==> src/design/cdss_pkg.sv <==
// package for the clock display scan serializer
// frame width, scan slot types, segment table and frame builder; no dependencies
`default_nettype none
package cdss_pkg;

    // frame and scan geometry
    localparam int FRAME_BITS = 20;
    localparam int BIT_W      = $clog2(FRAME_BITS);
    localparam int SLOTS      = 8;
    localparam int SLOT_W     = $clog2(SLOTS);
    localparam int TICK_W     = 16;
    localparam int CFG_W      = 13;
    localparam int START_W    = TICK_W;
    localparam int END_W      = TICK_W + 1;

    // frame queue between front and back
    localparam int QDEPTH = 4;
    localparam int QPTR_W = $clog2(QDEPTH);

    // configuration register indexes and reset values
    localparam logic CFG_ON_TICKS   = 1'b0;
    localparam logic CFG_SLOT_TICKS = 1'b1;
    localparam int   ON_RESET       = 50;
    localparam int   SLOT_RESET     = 100;

    // slot codes
    localparam logic [SLOT_W-1:0] SLOT_HOUR_T = 3'd0;
    localparam logic [SLOT_W-1:0] SLOT_HOUR_U = 3'd1;
    localparam logic [SLOT_W-1:0] SLOT_MIN_T  = 3'd2;
    localparam logic [SLOT_W-1:0] SLOT_MIN_U  = 3'd3;
    localparam logic [SLOT_W-1:0] SLOT_SEC_T  = 3'd4;
    localparam logic [SLOT_W-1:0] SLOT_SEC_U  = 3'd5;
    localparam logic [SLOT_W-1:0] SLOT_COLON  = 3'd6;

    // grid bits and fixed patterns
    localparam logic [31:0] GRID_HOUR_T = 32'h0000_0200;
    localparam logic [31:0] GRID_HOUR_U = 32'h0000_0100;
    localparam logic [31:0] GRID_MIN_T  = 32'h0000_0400;
    localparam logic [31:0] GRID_MIN_U  = 32'h0000_0040;
    localparam logic [31:0] GRID_SEC_T  = 32'h0000_0020;
    localparam logic [31:0] GRID_SEC_U  = 32'h0000_1000;
    localparam logic [31:0] COLON_BASE  = 32'h0000_000F;
    localparam logic [31:0] COLON_BLINK = 32'h0000_2000;
    localparam logic [31:0] TAIL_FRAME  = 32'h0001_0880;

    // one scheduled frame: the slot and the time it shows
    typedef struct packed {
        logic [SLOT_W-1:0] slot;
        logic [4:0]        hour;
        logic [5:0]        minute;
        logic [5:0]        second;
    } t_scan;

    // front to queue
    typedef struct packed {
        logic  push;
        t_scan entry;
    } t_q_wr;

    // queue to back
    typedef struct packed {
        logic  valid;
        t_scan entry;
    } t_q_rd;

    // seven-segment patterns for digits 0..9
    function automatic logic [31:0] seg_pattern(input logic [3:0] digit);
        logic [31:0] pat;
        case (digit)
            4'd0:    pat = 32'h0c017;
            4'd1:    pat = 32'h08002;
            4'd2:    pat = 32'h18015;
            4'd3:    pat = 32'h18016;
            4'd4:    pat = 32'h1c002;
            4'd5:    pat = 32'h14016;
            4'd6:    pat = 32'h14017;
            4'd7:    pat = 32'h08012;
            4'd8:    pat = 32'h1c017;
            4'd9:    pat = 32'h1c012;
            default: pat = 32'h0;
        endcase
        return pat;
    endfunction

    // tens digit of a value below 64
    function automatic logic [3:0] tens_of(input logic [5:0] v);
        logic [3:0] t;
        if (v >= 6'd60)      t = 4'd6;
        else if (v >= 6'd50) t = 4'd5;
        else if (v >= 6'd40) t = 4'd4;
        else if (v >= 6'd30) t = 4'd3;
        else if (v >= 6'd20) t = 4'd2;
        else if (v >= 6'd10) t = 4'd1;
        else                 t = 4'd0;
        return t;
    endfunction

    // units digit of a value below 64
    function automatic logic [3:0] units_of(input logic [5:0] v);
        logic [6:0] tens10;
        logic [6:0] rem;
        tens10 = 7'(tens_of(v)) * 7'd10;
        rem    = 7'(v) - tens10;
        return rem[3:0];
    endfunction

    // frame for one slot
    function automatic logic [FRAME_BITS-1:0] build_frame(input t_scan e);
        logic [31:0] f;
        logic [5:0]  h6;
        h6 = {1'b0, e.hour};
        case (e.slot)
            SLOT_HOUR_T: f = seg_pattern(tens_of(h6))       | GRID_HOUR_T;
            SLOT_HOUR_U: f = seg_pattern(units_of(h6))      | GRID_HOUR_U;
            SLOT_MIN_T:  f = seg_pattern(tens_of(e.minute)) | GRID_MIN_T;
            SLOT_MIN_U:  f = seg_pattern(units_of(e.minute)) | GRID_MIN_U;
            SLOT_SEC_T:  f = seg_pattern(tens_of(e.second)) | GRID_SEC_T;
            SLOT_SEC_U:  f = seg_pattern(units_of(e.second)) | GRID_SEC_U;
            SLOT_COLON:  f = e.second[0] ? (COLON_BASE | COLON_BLINK) : COLON_BASE;
            default:     f = TAIL_FRAME;
        endcase
        return FRAME_BITS'(f);
    endfunction

endpackage
`default_nettype wire

==> src/design/clock_display_scan_serializer.sv <==
// top level of the clock display scan serializer
// depends on cdss_pkg, cdss_front, cdss_queue and cdss_back
//
// Input channel: one beat per scan tick carrying hour, minute and second,
// taken when i_push is high and o_full low. The tick counter runs in the
// front end; a tick that falls in the open window of a scan slot queues a
// frame, any other tick produces nothing.
// Result channel: one beat per frame bit, least significant bit first,
// o_last marking the final bit. The beat is shown while o_empty is low and
// taken when i_pop is high.
// Configuration: i_cfg_we writes on_ticks (index 0) or slot_ticks (index 1)
// with no wait; slot windows are recomputed in the same edge.
// Timing: a taken tick's frame is written into the queue, then loaded into
// the serializer, whose shift register shows its first bit; while the
// serializer is busy the frame waits in the queue. Each frame is FRAME_BITS
// beats at one beat per cycle while i_pop is high, frames run back to back,
// so the serializer sets the sustained rate of frame-producing ticks. Ticks
// are taken one per cycle until the four-entry frame queue fills.
// Reset clears the tick counter, the queue and the serializer and loads
// the default windows. A stalled receiver holds the current beat; the
// queue then fills and o_full stops further ticks.
`default_nettype none
module clock_display_scan_serializer
    import cdss_pkg::*;
(
    input  wire logic             i_clk,
    input  wire logic             i_rst_n,
    input  wire logic             i_cfg_we,
    input  wire logic             i_cfg_addr,
    input  wire logic [CFG_W-1:0] i_cfg_wdata,
    input  wire logic             i_push,
    output logic                  o_full,
    input  wire logic [4:0]       i_hour,
    input  wire logic [5:0]       i_minute,
    input  wire logic [5:0]       i_second,
    output logic                  o_empty,
    input  wire logic             i_pop,
    output logic                  o_data_bit,
    output logic                  o_last
);

    t_q_wr q_wr;
    t_q_rd q_rd;
    logic  q_pop;

    // tick classification
    cdss_front u_front (
        .i_clk       (i_clk),
        .i_rst_n     (i_rst_n),
        .i_cfg_we    (i_cfg_we),
        .i_cfg_addr  (i_cfg_addr),
        .i_cfg_wdata (i_cfg_wdata),
        .i_push      (i_push),
        .i_hour      (i_hour),
        .i_minute    (i_minute),
        .i_second    (i_second),
        .i_q_full    (o_full),
        .o_q_wr      (q_wr)
    );

    // frame queue
    cdss_queue u_queue (
        .i_clk   (i_clk),
        .i_rst_n (i_rst_n),
        .i_q_wr  (q_wr),
        .i_pop   (q_pop),
        .o_full  (o_full),
        .o_q_rd  (q_rd)
    );

    // serializer
    cdss_back u_back (
        .i_clk      (i_clk),
        .i_rst_n    (i_rst_n),
        .i_q_rd     (q_rd),
        .o_q_pop    (q_pop),
        .i_pop      (i_pop),
        .o_empty    (o_empty),
        .o_data_bit (o_data_bit),
        .o_last     (o_last)
    );

endmodule
`default_nettype wire

==> src/design/cdss_front.sv <==
// front end: tick counter, slot windows and classification of each tick
// depends on cdss_pkg
`default_nettype none
module cdss_front
    import cdss_pkg::*;
(
    input  wire logic             i_clk,
    input  wire logic             i_rst_n,
    input  wire logic             i_cfg_we,
    input  wire logic             i_cfg_addr,
    input  wire logic [CFG_W-1:0] i_cfg_wdata,
    input  wire logic             i_push,
    input  wire logic [4:0]       i_hour,
    input  wire logic [5:0]       i_minute,
    input  wire logic [5:0]       i_second,
    input  wire logic             i_q_full,
    output t_q_wr                 o_q_wr
);

    logic [CFG_W-1:0]   r_on;
    logic [START_W-1:0] r_start [SLOTS];
    logic [END_W-1:0]   r_end   [SLOTS];
    logic [TICK_W-1:0]  r_wrap;
    logic [TICK_W-1:0]  r_tick;

    logic [START_W-1:0] n_start [SLOTS];
    logic [TICK_W-1:0]  c;
    logic [SLOTS-1:0]   hit;
    logic               found;
    logic [SLOT_W-1:0]  slot;
    logic               accept;

    // slot starts for a new slot length
    always_comb begin
        for (int k = 0; k < SLOTS; k++) begin
            n_start[k] = START_W'(k * int'(i_cfg_wdata));
        end
    end

    // window registers, rebuilt on each configuration write
    always_ff @(posedge i_clk) begin
        if (!i_rst_n) begin
            r_on   <= CFG_W'(ON_RESET);
            r_wrap <= TICK_W'(SLOTS * SLOT_RESET);
            for (int k = 0; k < SLOTS; k++) begin
                r_start[k] <= START_W'(k * SLOT_RESET);
                r_end[k]   <= END_W'(k * SLOT_RESET + ON_RESET);
            end
        end else if (i_cfg_we) begin
            if (i_cfg_addr == CFG_ON_TICKS) begin
                r_on <= i_cfg_wdata;
                for (int k = 0; k < SLOTS; k++) begin
                    r_end[k] <= END_W'(r_start[k]) + END_W'(i_cfg_wdata);
                end
            end else begin
                r_wrap <= TICK_W'({i_cfg_wdata, 3'b000});
                for (int k = 0; k < SLOTS; k++) begin
                    r_start[k] <= n_start[k];
                    r_end[k]   <= END_W'(n_start[k]) + END_W'(r_on);
                end
            end
        end
    end

    // window match, lowest slot wins
    always_comb begin
        c     = r_tick + TICK_W'(1);
        found = 1'b0;
        slot  = '0;
        for (int k = 0; k < SLOTS; k++) begin
            hit[k] = (c > r_start[k]) && (END_W'(c) <= r_end[k]);
        end
        for (int k = SLOTS - 1; k >= 0; k--) begin
            if (hit[k]) begin
                found = 1'b1;
                slot  = SLOT_W'(k);
            end
        end
    end

    assign accept = i_push && !i_q_full;

    // tick counter
    always_ff @(posedge i_clk) begin
        if (!i_rst_n) begin
            r_tick <= '0;
        end else if (accept) begin
            if (!found && (c > r_wrap)) r_tick <= '0;
            else                        r_tick <= c;
        end
    end

    // frame request towards the queue
    always_comb begin
        o_q_wr.push         = accept && found;
        o_q_wr.entry.slot   = slot;
        o_q_wr.entry.hour   = i_hour;
        o_q_wr.entry.minute = i_minute;
        o_q_wr.entry.second = i_second;
    end

endmodule
`default_nettype wire

==> src/design/cdss_queue.sv <==
// short frame queue between the front end and the serializer
// depends on cdss_pkg
`default_nettype none
module cdss_queue
    import cdss_pkg::*;
(
    input  wire logic  i_clk,
    input  wire logic  i_rst_n,
    input  wire t_q_wr i_q_wr,
    input  wire logic  i_pop,
    output logic       o_full,
    output t_q_rd      o_q_rd
);

    t_scan             r_mem [QDEPTH];
    logic [QPTR_W-1:0] r_wp;
    logic [QPTR_W-1:0] r_rp;
    logic [QPTR_W:0]   r_cnt;

    logic do_push;
    logic do_pop;

    assign o_full  = (r_cnt == (QPTR_W + 1)'(QDEPTH));
    assign do_push = i_q_wr.push && !o_full;
    assign do_pop  = i_pop && (r_cnt != '0);

    // storage
    always_ff @(posedge i_clk) begin
        if (do_push) r_mem[r_wp] <= i_q_wr.entry;
    end

    // pointers and fill count
    always_ff @(posedge i_clk) begin
        if (!i_rst_n) begin
            r_wp  <= '0;
            r_rp  <= '0;
            r_cnt <= '0;
        end else begin
            if (do_push) r_wp <= r_wp + QPTR_W'(1);
            if (do_pop)  r_rp <= r_rp + QPTR_W'(1);
            case ({do_push, do_pop})
                2'b10:   r_cnt <= r_cnt + (QPTR_W + 1)'(1);
                2'b01:   r_cnt <= r_cnt - (QPTR_W + 1)'(1);
                default: r_cnt <= r_cnt;
            endcase
        end
    end

    // head of the queue
    always_comb begin
        o_q_rd.valid = (r_cnt != '0);
        o_q_rd.entry = r_mem[r_rp];
    end

endmodule
`default_nettype wire

==> src/design/cdss_back.sv <==
// serializer: builds each frame and shifts it out one bit per beat
// depends on cdss_pkg
`default_nettype none
module cdss_back
    import cdss_pkg::*;
(
    input  wire logic  i_clk,
    input  wire logic  i_rst_n,
    input  wire t_q_rd i_q_rd,
    output logic       o_q_pop,
    input  wire logic  i_pop,
    output logic       o_empty,
    output logic       o_data_bit,
    output logic       o_last
);

    logic                  r_busy;
    logic [FRAME_BITS-1:0] r_shift;
    logic [BIT_W-1:0]      r_cnt;

    logic is_last;
    logic take;
    logic load;

    assign is_last = (r_cnt == BIT_W'(FRAME_BITS - 1));
    assign take    = r_busy && i_pop;
    assign load    = i_q_rd.valid && (!r_busy || (take && is_last));
    assign o_q_pop = load;

    // busy flag and bit counter
    always_ff @(posedge i_clk) begin
        if (!i_rst_n) begin
            r_busy <= 1'b0;
            r_cnt  <= '0;
        end else if (load) begin
            r_busy <= 1'b1;
            r_cnt  <= '0;
        end else if (take) begin
            if (is_last) r_busy <= 1'b0;
            r_cnt <= r_cnt + BIT_W'(1);
        end
    end

    // frame shift register
    always_ff @(posedge i_clk) begin
        if (load)      r_shift <= build_frame(i_q_rd.entry);
        else if (take) r_shift <= r_shift >> 1;
    end

    assign o_empty    = !r_busy;
    assign o_data_bit = r_shift[0];
    assign o_last     = is_last;

endmodule
`default_nettype wire

==> config.mk <==
export PLATFORM = sky130hd
export DESIGN_NAME = clock_display_scan_serializer
export DESIGN_NICKNAME = d
export VERILOG_FILES = /design/src/design/cdss_pkg.sv /design/src/design/clock_display_scan_serializer.sv /design/src/design/cdss_front.sv /design/src/design/cdss_queue.sv /design/src/design/cdss_back.sv
export SDC_FILE = /design/constraint.sdc
export NUM_CORES = 1
export LEC_CHECK = 0
export BUFFER_PORTS_ARGS = -buffer_cell sky130_fd_sc_hd__buf_2
export CAP_MARGIN = 10
export CORE_MARGIN = 4
export CORE_UTILIZATION = 36
export CTS_CLUSTER_DIAMETER = 200
export DETAILED_ROUTE_END_ITERATION = 7
export HOLD_SLACK_MARGIN = 0.05
export PLACE_DENSITY = 0.59
export SLEW_MARGIN = 0
export SYNTH_ARGS = -nofsm -noshare
export SYNTH_HDL_FRONTEND = slang
export SYNTH_SLANG_ARGS = --single-unit
==> constraint.sdc <==
create_clock -name i_clk -period 5.2 [get_ports i_clk]
set_input_delay 0 -clock i_clk [delete_from_list [all_inputs] [get_ports i_clk]]
set_output_delay 0 -clock i_clk [all_outputs]
set_load 0.005 [all_outputs]
-- Yosys cells after proc, flatten, opt, wreduce, memory -nomap -nowiden
Memories as Yosys holds them, arrays and structs flattened. A register that Yosys moved wholly into a read port is not among the register bits.
Cells that the tools add are included.
- add/sub/neg operators: 24
- multiply operators: 7
- magnitude comparators: 35
- equality and inequality tests: 10
- muxes and demuxes: 92
- bitwise operators: 26
- reductions and logical operators: 29
- operators with widths (cell ; number):
    $mux 17 ; 16
    $add 16x13->17 ; 12
    $gt 16x16->1 ; 9
    $mux 16 ; 9
    $pmux 20 s7 ; 1
    $le 16x17->1 ; 8
    $mux 4 ; 26
    $mux 20 ; 2
    $ge 6x6->1 const B ; 6
    $mul 3x13->16 const A ; 2
    $mul 2x13->15 const A ; 2
    $mux 1 ; 25
    $ge 6x5->1 const B ; 4
    $mux 3 ; 8
    $or 1x1->1 ; 24
    $ge 5x6->1 const B ; 3
    $add 15x13->16 ; 1
    $add 16x1->16 const B ; 1
    $logic_and 1x1->1 ; 16
    $add 14x13->15 ; 1
    $add 13x13->14 ; 1
    $mux 14 ; 1
    $eq 3x3->1 const B ; 4
    $ge 6x4->1 const B ; 2
    23 further kinds ; 39
- bits in registers: 75
- RAM bits: 344
- memory bits (read-only): 672
- word-level logic and storage cells: 241
- memories kept: 9
- memory list (name ; depth ; width ; rd ports ; clocked after Yosys merged registers in ; write ports ; RTL line ; source):
    u_front.r_end ; 8 ; 17 ; 8 ; 0 ; 8 ; cdss_front.sv:22 ; logic [END_W-1:0] r_end [SLOTS];
    u_front.r_start ; 8 ; 16 ; 8 ; 0 ; 8 ; cdss_front.sv:21 ; logic [START_W-1:0] r_start [SLOTS];
    (no name shown) ; 16 ; 7 ; 1 ; 0 ; 0 ; cdss_pkg.sv:69 ; case (digit)
    (no name shown) ; 16 ; 7 ; 1 ; 0 ; 0 ; cdss_pkg.sv:69 ;
    (no name shown) ; 16 ; 7 ; 1 ; 0 ; 0 ; cdss_pkg.sv:69 ;
    (no name shown) ; 16 ; 7 ; 1 ; 0 ; 0 ; cdss_pkg.sv:69 ;
    3 more memories ; - ; - ; - ; - ; - ; - ;

-- Logic depth before layout (Yosys ltp)
Gate-level depths: netlist of the first run.
- depth in word-level cells: 15
- depth in mapped cells: 20
- mapped depth without buffers: 19

-- Modules after synthesis
From an unflattened synthesis of the first run, not the netlist that was laid out.
- cell total of the unflattened synthesis: 3270
- area, all modules: 30832.1 um^2
- by module, submodules not included (module ; times used ; cells an instance ; area an instance (um^2)):
    cdss_front ; 1 ; 2759 ; 24598.6
    cdss_queue ; 1 ; 156 ; 3389.5
    cdss_back ; 1 ; 355 ; 2844.0

-- Least setup slack after synthesis of the first run
OpenSTA, ideal clock, no wires.
- path type: reg-to-reg
- start point: register u_front.r_tick[0]
- end point: register u_queue.r_cnt[2]
- library setup time: 0.070 ns
- data arrival time: 5.416 ns
- slack: -0.287 ns
- stages on the path, launching flop included: 20
- path buffers: 1
- cell sequence: dfxtp_1 > ha_1 > clkbuf_1 > nand3_1 > nor2_1 > and3_1 > xor2_1 > ha_1 > and4_1 > a221o_1 > a221o_1 > o211ai_1 > nand3_1 > o31ai_4 > ha_1 > inv_1 > fa_1 > xor2_1 > or3_1 > a21oi_1
- longest elaborated chain between the ends: 15
- elaborated cells on any way between the ends: 39
- those cells by class: add/sub (1); order compare (16); eq/ne (2); mux (9); reduce/logical (11)
- ends and longest elaborated chain (element ; RTL line ; source):
    start, declared ; cdss_front.sv:24 ; logic [TICK_W-1:0] r_tick;
    start signal, assigned ; cdss_front.sv:86 ; r_tick <= '0;
    start signal, assigned ; cdss_front.sv:88 ; if (!found && (c > r_wrap)) r_tick <= '0;
    start signal, assigned ; cdss_front.sv:89 ; else r_tick <= c;
    $add 16x1->16 * ; cdss_front.sv:67 ; c = r_tick + TICK_W'(1);
    $le 16x17->1 or $gt 16x16->1 (tied branches) ; cdss_front.sv:71 ; hit[k] = (c > r_start[k]) && (END_W'(c) <= r_end[k]);
    $logic_and 1x1->1 ; cdss_front.sv:71 ;
    $mux 1 (7 in series) ; cdss_front.sv:74 ; if (hit[k]) begin
    $mux 1 * ; cdss_front.sv:74 ;
    $logic_and 1x1->1 * ; cdss_front.sv:95 ; o_q_wr.push = accept && found;
    $logic_and 1x1->1 * ; cdss_queue.sv:24 ; assign do_push = i_q_wr.push && !o_full;
    $eq 2x1->1 or $eq 2x2->1 (tied branches) ; cdss_queue.sv:41 ; case ({do_push, do_pop})
    $pmux 3 s2 or $reduce_bool 2->1 (tied branches) ; - ;
    end signal, assigned ; cdss_queue.sv:42 ; 2'b10: r_cnt <= r_cnt + (QPTR_W + 1)'(1);
    end signal, assigned ; cdss_queue.sv:43 ; 2'b01: r_cnt <= r_cnt - (QPTR_W + 1)'(1);
    end signal, assigned ; cdss_queue.sv:44 ; default: r_cnt <= r_cnt;
    end, declared ; cdss_queue.sv:18 ; logic [QPTR_W:0] r_cnt;
Every way passes the cells marked *; elsewhere a longest branch is shown, timed or not.
A chain may end at the register's enable or synchronous reset.

-- Final worst setup path of the first run
Ends and elaborated chain as after synthesis.

==> implementation parameters, run 1 <==
Parameter                              Value

Timing
  Total Neg Setup Slack ... 0 ns
  Final worst clock skew ... roughly 0.024 ns
  Final Max Tran Viols ... 0
  Fin. Hold Viols ... 0
  Setup violation total in the final timing report ... 0
  Max Freq ... between 200 and 250 MHz
  Period Utilization, post-route ... 0.9329
  Slew at the pin with the worst max-slew slack ... ~1.2 ns
  Final critical-path required period ... between 4 and 5 ns
  Max-slew headroom at the worst pin ... 0.1862

Logic synthesis
  Cell with the most instances after synthesis ... sky130_fd_sc_hd__ha_1
  Largest family of logic cells by synthesized area ... adder cells
  Avg Cell Area, Syn ... 9.517 µm²
  Cell count after synthesis ... 3168
  Seq cells post-synth ... approximately 350
  Post-Synth XOR/XNOR Area ... 0.05831
  Synth Area in Compound Gates ... 0.1774
  Most used DFF post-synth ... sky130_fd_sc_hd__edfxtp_1
  Sequential-to-total area share from yosys stat ... 0.3277
  Number of distinct library cells after synthesis ... ~110
  Yosys warns ... 0
  Cell types with the highest counts after synthesis ... 479 x sky130_fd_sc_hd__ha_1, 310 x sky130_fd_sc_hd__inv_1, 291 x sky130_fd_sc_hd__edfxtp_1
  Post-Synthesis Net Count ... around 3700
  Share of flip-flops with an asynchronous set or reset after synthesis ... 0
  Number of synthesized flops with an enable pin ... a little under 300
  Area share of the leading cell type in the synthesized netlist ... 0.2898
  Netlist Area Pre-Place ... roughly 30000 µm²
  Top cells by area, synth ... sky130_fd_sc_hd__edfxtp_1 29%, sky130_fd_sc_hd__ha_1 20%, sky130_fd_sc_hd__inv_1 3.9%
  Portion of netlist area occupied by mux cells ... 0.01934
  Cell taking the most area after synthesis ... sky130_fd_sc_hd__edfxtp_1
  Area share of and/or/nand/nor cells after synthesis ... 0.1484
  Post-synthesis adder-cell area fraction ... 0.2197

GRT
  Via count of the first global-routing pass ... 24040
  First-pass GRT wire length ... around 150 mm
  Maximum number of pins on one net before global-route repair ... 66
  Antenna violations before repair ... 2
  Remaining Overflow, GRT ... 0
  Total routing resource utilization after global routing ... 0.2152

Placed design
  Number of port buffers ... 39
  Detailed placement HPWL ... 74.39 mm
  Placed cell area ... about 32000 µm²
  Final RePlAce weighted congestion ... roughly 0.92

Die
  Cell row count ... approximately 110
  Effective utilization at floorplan ... 0.3654
  Area of the die ... 88440 µm²
  Standard cell core area ... 82500 µm²
  Count of boundary I/O pins ... 40
  Horizontal die dimension ... ~300 µm
  Vert. Die Dim ... just under 300 µm

Setup path
  Kind of start point of the critical path ... flop
  Worst setup EP type ... flop
  Category of the most critical setup path ... flop to flop
  R2R Path End ... u_queue.r_cnt[2]
  Cell count of the worst reg-to-reg path ... 20
  Data arrival time of the critical path ... ~5.4 ns
  Required @ worst endpoint ... about 5.7 ns
  Worst setup path startpoint ... u_front.r_tick[0]
  Critical register-to-register path startpoint ... u_front.r_tick[0]
  Worst-path fanout max ... 10
  Setup slack on the worst flop-to-flop path ... approximately 0.35 ns
  Critical Path End ... u_queue.r_cnt[2]

Layout
  Area growth syn-to-layout ... 12.30%
  Count of filler cells inserted in the layout ... just over 8000
  Antenna Cells ... 0
  Final nets ... ~3800
  Total non-filler cell area in the finished layout ... ~34000 µm²
  Share of layout cells above drive strength 1 ... 0.08855

Detailed routing
  Detailed-route wire length per cell ... 22.21 µm
  1st-iter DRT viols ... roughly 2200
  Final antenna-violating net count ... 0
  Total via count after detailed routing ... ~25000
  Post-detailed-routing wire length ... 97.50 mm
  Post-detailed-route via-to-cell ratio ... 5.688
  Number of detailed-route iterations in the first pass ... 6
  Detailed-route DRC error count ... 0

Hold path
  Worst hold path type ... primary input to flop

Clock network
  Root buffer cell ... sky130_fd_sc_hd__clkbuf_16
  Clock tree sinks ... ~350
  Clk pin slew, worst setup/hold paths ... 0.06 ns
  Number of buffers inserted during clock tree synthesis ... 43
  Clock insertion delay at the later pin of the skew report ... 0.58 ns
  Clock tree from TritonCTS ... built
  Max H-tree Level ... 2
  Max Root-Sink Buffers ... 3

Run status
  Result of the run ... finished clean

Power and ir drop
  Leakage ... 0.01499 µW
  Power per standard cell area ... 358.7 nW/µm²
  Worst-case vdd ir drop ... 0.3062 mV

Run
  Number of violations of the max-capacitance limit ... 0
## critical path, stage by stage (launching register included)
cell and delay [ns]:
sky130_fd_sc_hd__dfxtp_1 0.35, sky130_fd_sc_hd__buf_4 0.15, sky130_fd_sc_hd__ha_1 0.19, sky130_fd_sc_hd__nand3_2 0.14
sky130_fd_sc_hd__nor2_2 0.19, sky130_fd_sc_hd__and3_2 0.26, sky130_fd_sc_hd__xor2_4 0.19, sky130_fd_sc_hd__buf_6 0.20
sky130_fd_sc_hd__ha_1 0.27, sky130_fd_sc_hd__and4_1 0.17, sky130_fd_sc_hd__a221o_1 0.34, sky130_fd_sc_hd__a221o_1 0.29
sky130_fd_sc_hd__o211ai_1 0.28, sky130_fd_sc_hd__nand3_2 0.18, sky130_fd_sc_hd__o31ai_4 0.33, sky130_fd_sc_hd__ha_1 0.23
sky130_fd_sc_hd__inv_1 0.06, sky130_fd_sc_hd__fa_1 0.37, sky130_fd_sc_hd__xor2_1 0.16, sky130_fd_sc_hd__or3_1 0.30
sky130_fd_sc_hd__a21oi_1 0.13
## cells in the final DEF, fill, tap and decap left out, drive strengths merged, types with 34 or more instances in the layout
master,count
and2,44
inv,311
buf,118
nor2b,40
clkbuf,57
xnor2,120
edfxtp,291
nor2,184
a31oi,42
o22ai,34
a21o,74
nor3,84
nand3,85
o21ai,155
nand4,42
xor2,76
a21oi,206
a211oi,34
ha,479
nand2b,38
o211ai,38
dfxtp,57
nand2,242
## state kept, by name (all words and copies together) (netlist names), named ones only
signal and count:
u_front.r_end 124, u_queue.r_mem 80, u_front.r_start 70, u_back.r_shift 17
u_front.r_tick 16, u_front.r_on 13, u_front.r_wrap 13, u_back.r_cnt 5
u_queue.r_cnt 3, u_queue.r_rp 2, u_queue.r_wp 2, u_back.r_busy 1
## worst min path at each step
| stage | cells past startpoint | end | from |
|---|---|---|---|
| 4_1_cts | 4 | u_front.r_start[1][50] | i_cfg_wdata[2] |
| 3_5_place_dp | 1 | u_queue.r_mem[3][13] | i_hour[1] |
| 5_1_grt | 5 | u_front.r_tick[8] | i_push |
| 3_3_place_gp | 1 | u_queue.r_mem[3][8] | i_minute[2] |
| 6_report | 4 | u_front.r_start[1][50] | i_cfg_wdata[2] |
| 2_1_floorplan | 0 | u_queue.r_mem[0][0] | i_second[0] |
## layer usage
metal	global-route usage	share of wire	routed length (µm)	vias to the layer above
li1	-	-	-	11960
met1	0.3008	0.45	43920	12030
met2	0.3537	0.46	44570	853
met3	0.02686	0.066	6475	131
met4	0.05470	0.026	2515	4
met5	0	0.00025	24	-
## metrics by stage
step                total power [µW]  utilization  hold slack, ns  worst slack, ns  std cells
floorplan                       7653            -         0.09887        0.0002327       3168
global placement                8969       0.3882          0.2196          0.07747       4283
detailed placement              8989       0.3882          0.2206          0.08659       4283
CTS                            12150       0.4085          0.1103          0.02689       4382
global route                   12960       0.4104          0.1730        -0.002163       4390
finish                         12150       0.4104          0.1329           0.3487       4390
## final cells by class
class / count / area [µm²] / share of cell area
clock buffers: 57 / 1200 / 0.03544
clock inverters: 20 / 250.2 / 0.007391
inverters: 312 / 1176 / 0.03474
multi-input cells: 2443 / 18940 / 0.5594
flip-flops and latches: 348 / 9879 / 0.2918
well taps: 1070 / 1339 / 0.03954
repair buffers: 140 / 1075 / 0.03174
## kinds of logic (layout without fill, tap and decap cells)
group / after synthesis / after routing
buffers and inverters: 377 / 529
adder cells (fa/ha/maj): 512 / 512
AND/OR/NAND/NOR: 896 / 896
flip-flops: 348 / 348
XOR/XNOR: 196 / 196
multiplexers: 32 / 32
AO/OA/AOI/OAI: 807 / 807
## repair_timing
action | CTS | global route
hold endpoints to repair | 81 | 0
gates resized for setup | 0 | 15
setup endpoints to repair | 0 | 2
hold buffers | 22 | 0
setup buffers | 0 | 8
## power breakdown
part / internal, µW / leakage [µW] / switching [µW] / total (µW)
Clock: 1870 / 0.000709 / 1260 / 3130
Combinational: 2060 / 0.0109 / 3240 / 5300
Sequential: 3500 / 0.00335 / 209 / 3710
Total: 7440 / 0.0150 / 4700 / 12100
No activity file was read; power rests on OpenSTA's default activity.
==> inputs of run 2 (changes only) <==
--- a/config.mk
+++ b/config.mk
@@ -7,13 +7,14 @@
 export LEC_CHECK = 0
 export BUFFER_PORTS_ARGS = -buffer_cell sky130_fd_sc_hd__buf_2
 export CAP_MARGIN = 10
+export CELL_PAD_IN_SITES_DETAIL_PLACEMENT = 1
+export CELL_PAD_IN_SITES_GLOBAL_PLACEMENT = 2
 export CORE_MARGIN = 4
 export CORE_UTILIZATION = 36
 export CTS_CLUSTER_DIAMETER = 200
 export DETAILED_ROUTE_END_ITERATION = 7
 export HOLD_SLACK_MARGIN = 0.05
-export PLACE_DENSITY = 0.59
-export SLEW_MARGIN = 0
+export PLACE_DENSITY = 0.81
 export SYNTH_ARGS = -nofsm -noshare
 export SYNTH_HDL_FRONTEND = slang
 export SYNTH_SLANG_ARGS = --single-unit
==> run 2 against run 1 <==
Net effect: setup slack worse by 0.083 ns; final area is 0.43% higher; combinational power is 4.2% higher; worst hold slack worse by 0.0087 ns; critical path depth is 1 higher; fmax is 1.7% lower; via count is 1.6% higher; count of clock-buffer cells in the layout is 3 higher; critical endpoint unchanged; highest routed layer is now met4.
==> implementation parameters, run 2 (same netlist as run 1, synthesis figures left out) <==
Parameter                              Value

Run status
  Result of the run ... finished clean

Layout
  Leading cell type in the layout, fill and taps excluded ... sky130_fd_sc_hd__ha_1
  Count of filler cells inserted in the layout ... roughly 9500
  Total non-filler cell area in the finished layout ... roughly 34000 µm²
  Largest registers ... u_front.r_end: 124 flops, u_queue.r_mem: 80 flops, u_front.r_start: 70 flops
  Area growth syn-to-layout ... 12.78%
  Final nets ... 3845
  Max reg flops ... 124
  Final core area utilization ... 0.4121
  Footprint of the multi-input gates ... about 19000 µm²
  Share of layout cells above drive strength 1 ... 0.09233
  Most frequent cells in the layout ... 479 x sky130_fd_sc_hd__ha_1, 305 x sky130_fd_sc_hd__inv_1, 291 x sky130_fd_sc_hd__edfxtp_1, 240 x sky130_fd_sc_hd__nand2_1, 205 x sky130_fd_sc_hd__a21oi_1
  Largest Register ... u_front.r_end
  Filler-free cell count of the finished design ... 4407
  Flip-flop and latch area ... approximately 9900 µm²

Detailed routing
  Post-detailed-routing wire length ... 108.8 mm
  Detailed-route wire length per cell ... approximately 25 µm
  Detailed-route DRC error count ... 0
  Post-detailed-route via-to-cell ratio ... ~5.8
  Top routing layer used ... met4
  1st-iter DRT viols ... 1596
  Total via count after detailed routing ... between 20000 and 30000
  Number of detailed-route iterations in the first pass ... 5
  Met2 wire length ... between 50 and 60 mm
  Final antenna-violating net count ... 0
  Met3 wire length ... 5.533 mm
  DRT met1 WL ... ~50 mm

Die
  Cell row count ... around 110
  Horizontal die dimension ... 297.4 µm
  Count of boundary I/O pins ... 40
  Effective utilization at floorplan ... 0.3654
  Vert. Die Dim ... 297.4 µm
  Area of the die ... between 80000 and 90000 µm²
  Standard cell core area ... around 83000 µm²

Placed design
  Number of port buffers ... 39
  Detailed placement HPWL ... 82.60 mm
  Final RePlAce weighted congestion ... just over 0.9
  Number of cells in the design after placement ... 4296
  Placed cell area ... between 30000 and 40000 µm²

GRT
  Via count of the first global-routing pass ... 26030
  Antenna violations before repair ... 2
  First-pass GRT wire length ... between 150 and 200 mm
  Total routing resource utilization after global routing ... 0.2402
  Maximum number of pins on one net before global-route repair ... 64
  Remaining Overflow, GRT ... 0

Setup path
  Data arrival time of the critical path ... around 5.4 ns
  Worst-path fanout max ... 10
  Category of the most critical setup path ... flop to flop
  Worst setup EP type ... flop
  Required @ worst endpoint ... 5.71 ns
  Kind of start point of the critical path ... flop
  Setup slack on the worst flop-to-flop path ... 0.27 ns

Timing
  Setup violation total in the final timing report ... 0
  Total Neg Setup Slack ... 0 ns
  Final worst clock skew ... 0.03215 ns
  Fin. Hold Viols ... 0
  Hold slack ... between 0.1 and 0.15 ns
  Max Freq ... between 200 and 250 MHz
  Period Utilization, post-route ... 0.9490
  Max-slew headroom at the worst pin ... 0.2450
  Slew at the pin with the worst max-slew slack ... about 1.1 ns
  Final critical-path required period ... about 4.9 ns
  Final Max Tran Viols ... 0

Clock network
  Clock insertion delay at the later pin of the skew report ... 0.61 ns
  Number of buffers inserted during clock tree synthesis ... 45
  Root buffer cell ... sky130_fd_sc_hd__clkbuf_16
  Clock tree sinks ... between 300 and 400
  Clk pin slew, worst setup/hold paths ... 0.06 ns
  Max Root-Sink Buffers ... 3
  Max H-tree Level ... 2
  Clock tree from TritonCTS ... built

Hold path
  Worst hold path type ... primary input to flop

Power and ir drop
  Power per standard cell area ... roughly 370 nW/µm²
  Worst-case vdd ir drop ... approximately 0.26 mV
  Leakage ... around 0.015 µW

Run
  Number of violations of the max-capacitance limit ... 0
## run 2: final cells by class
cell class	count	area share
Sequential cell	348	0.2906
Timing Repair Buffer	150	0.03341
Clock inverter	23	0.007396
Tap cell	1070	0.03937
Antenna cell	1	0.00007360
Multi-Input combinational cell	2443	0.5565
Inverter	312	0.03448
Clock buffer	60	0.03812
## run 2: what timing repair did
action / CTS / global route
hold endpoints to repair: 84 / 0
gates resized for setup: 1 / 14
hold buffers: 23 / 0
buffers inserted: 2 / 2
setup endpoints to repair: 1 / 66
pin swaps: 1 / 4
## run 2: worst paths after layout
| path | start | to | cells past startpoint |
|---|---|---|---|
| setup / recovery | u_front.r_tick[5] | u_queue.r_cnt[2] | 21 |
| hold / removal | i_cfg_wdata[5] | u_front.r_on[5] | 3 |
| setup reg to reg | u_front.r_tick[5] | u_queue.r_cnt[2] | 21 |
| hold reg to reg | u_front.r_wrap[10] | u_front.r_wrap[10] | 1 |
## run 2: layer usage
metal | vias to the layer above | track usage
met5 | - | 0
met4 | 0 | 0.05747
met1 | 12680 | 0.3289
li1 | 11960 | -
met2 | 627 | 0.4100
met3 | 111 | 0.02328
## run 2: stage by stage
| stage | total power, µW | worst slack [ns] |
|---|---|---|
| 2_1_floorplan | 7653 | 0.0002327 |
| 3_5_place_dp | 9225 | -0.01757 |
| 5_1_grt | 13340 | -0.0005920 |
| 3_3_place_gp | 9163 | 0.1039 |
| 4_1_cts | 12560 | 0.03445 |
| 6_report | 12530 | 0.2652 |
## run 2: where the power goes
group | switching [µW] | total, µW | internal (µW)
registers | 232 | 3740 | 3510
logic | 3420 | 5520 | 2100
clock network | 1360 | 3280 | 1920
## run 2: critical path, cell delays in order, from the launching register on
cell and delay (ns):
sky130_fd_sc_hd__dfxtp_1 0.45, sky130_fd_sc_hd__nand4_4 0.13, sky130_fd_sc_hd__buf_4 0.19, sky130_fd_sc_hd__nor2_4 0.14, sky130_fd_sc_hd__and3_2 0.25, sky130_fd_sc_hd__xor2_4 0.15, sky130_fd_sc_hd__buf_4 0.15, sky130_fd_sc_hd__buf_12 0.13
sky130_fd_sc_hd__ha_1 0.26, sky130_fd_sc_hd__a21oi_1 0.17, sky130_fd_sc_hd__nand2_1 0.09, sky130_fd_sc_hd__a221o_1 0.29, sky130_fd_sc_hd__a221o_1 0.29, sky130_fd_sc_hd__o211ai_1 0.39, sky130_fd_sc_hd__nand3_2 0.20, sky130_fd_sc_hd__o31ai_4 0.31
sky130_fd_sc_hd__ha_1 0.22, sky130_fd_sc_hd__inv_1 0.06, sky130_fd_sc_hd__fa_1 0.37, sky130_fd_sc_hd__xor2_1 0.15, sky130_fd_sc_hd__or3_1 0.30, sky130_fd_sc_hd__a21oi_1 0.15
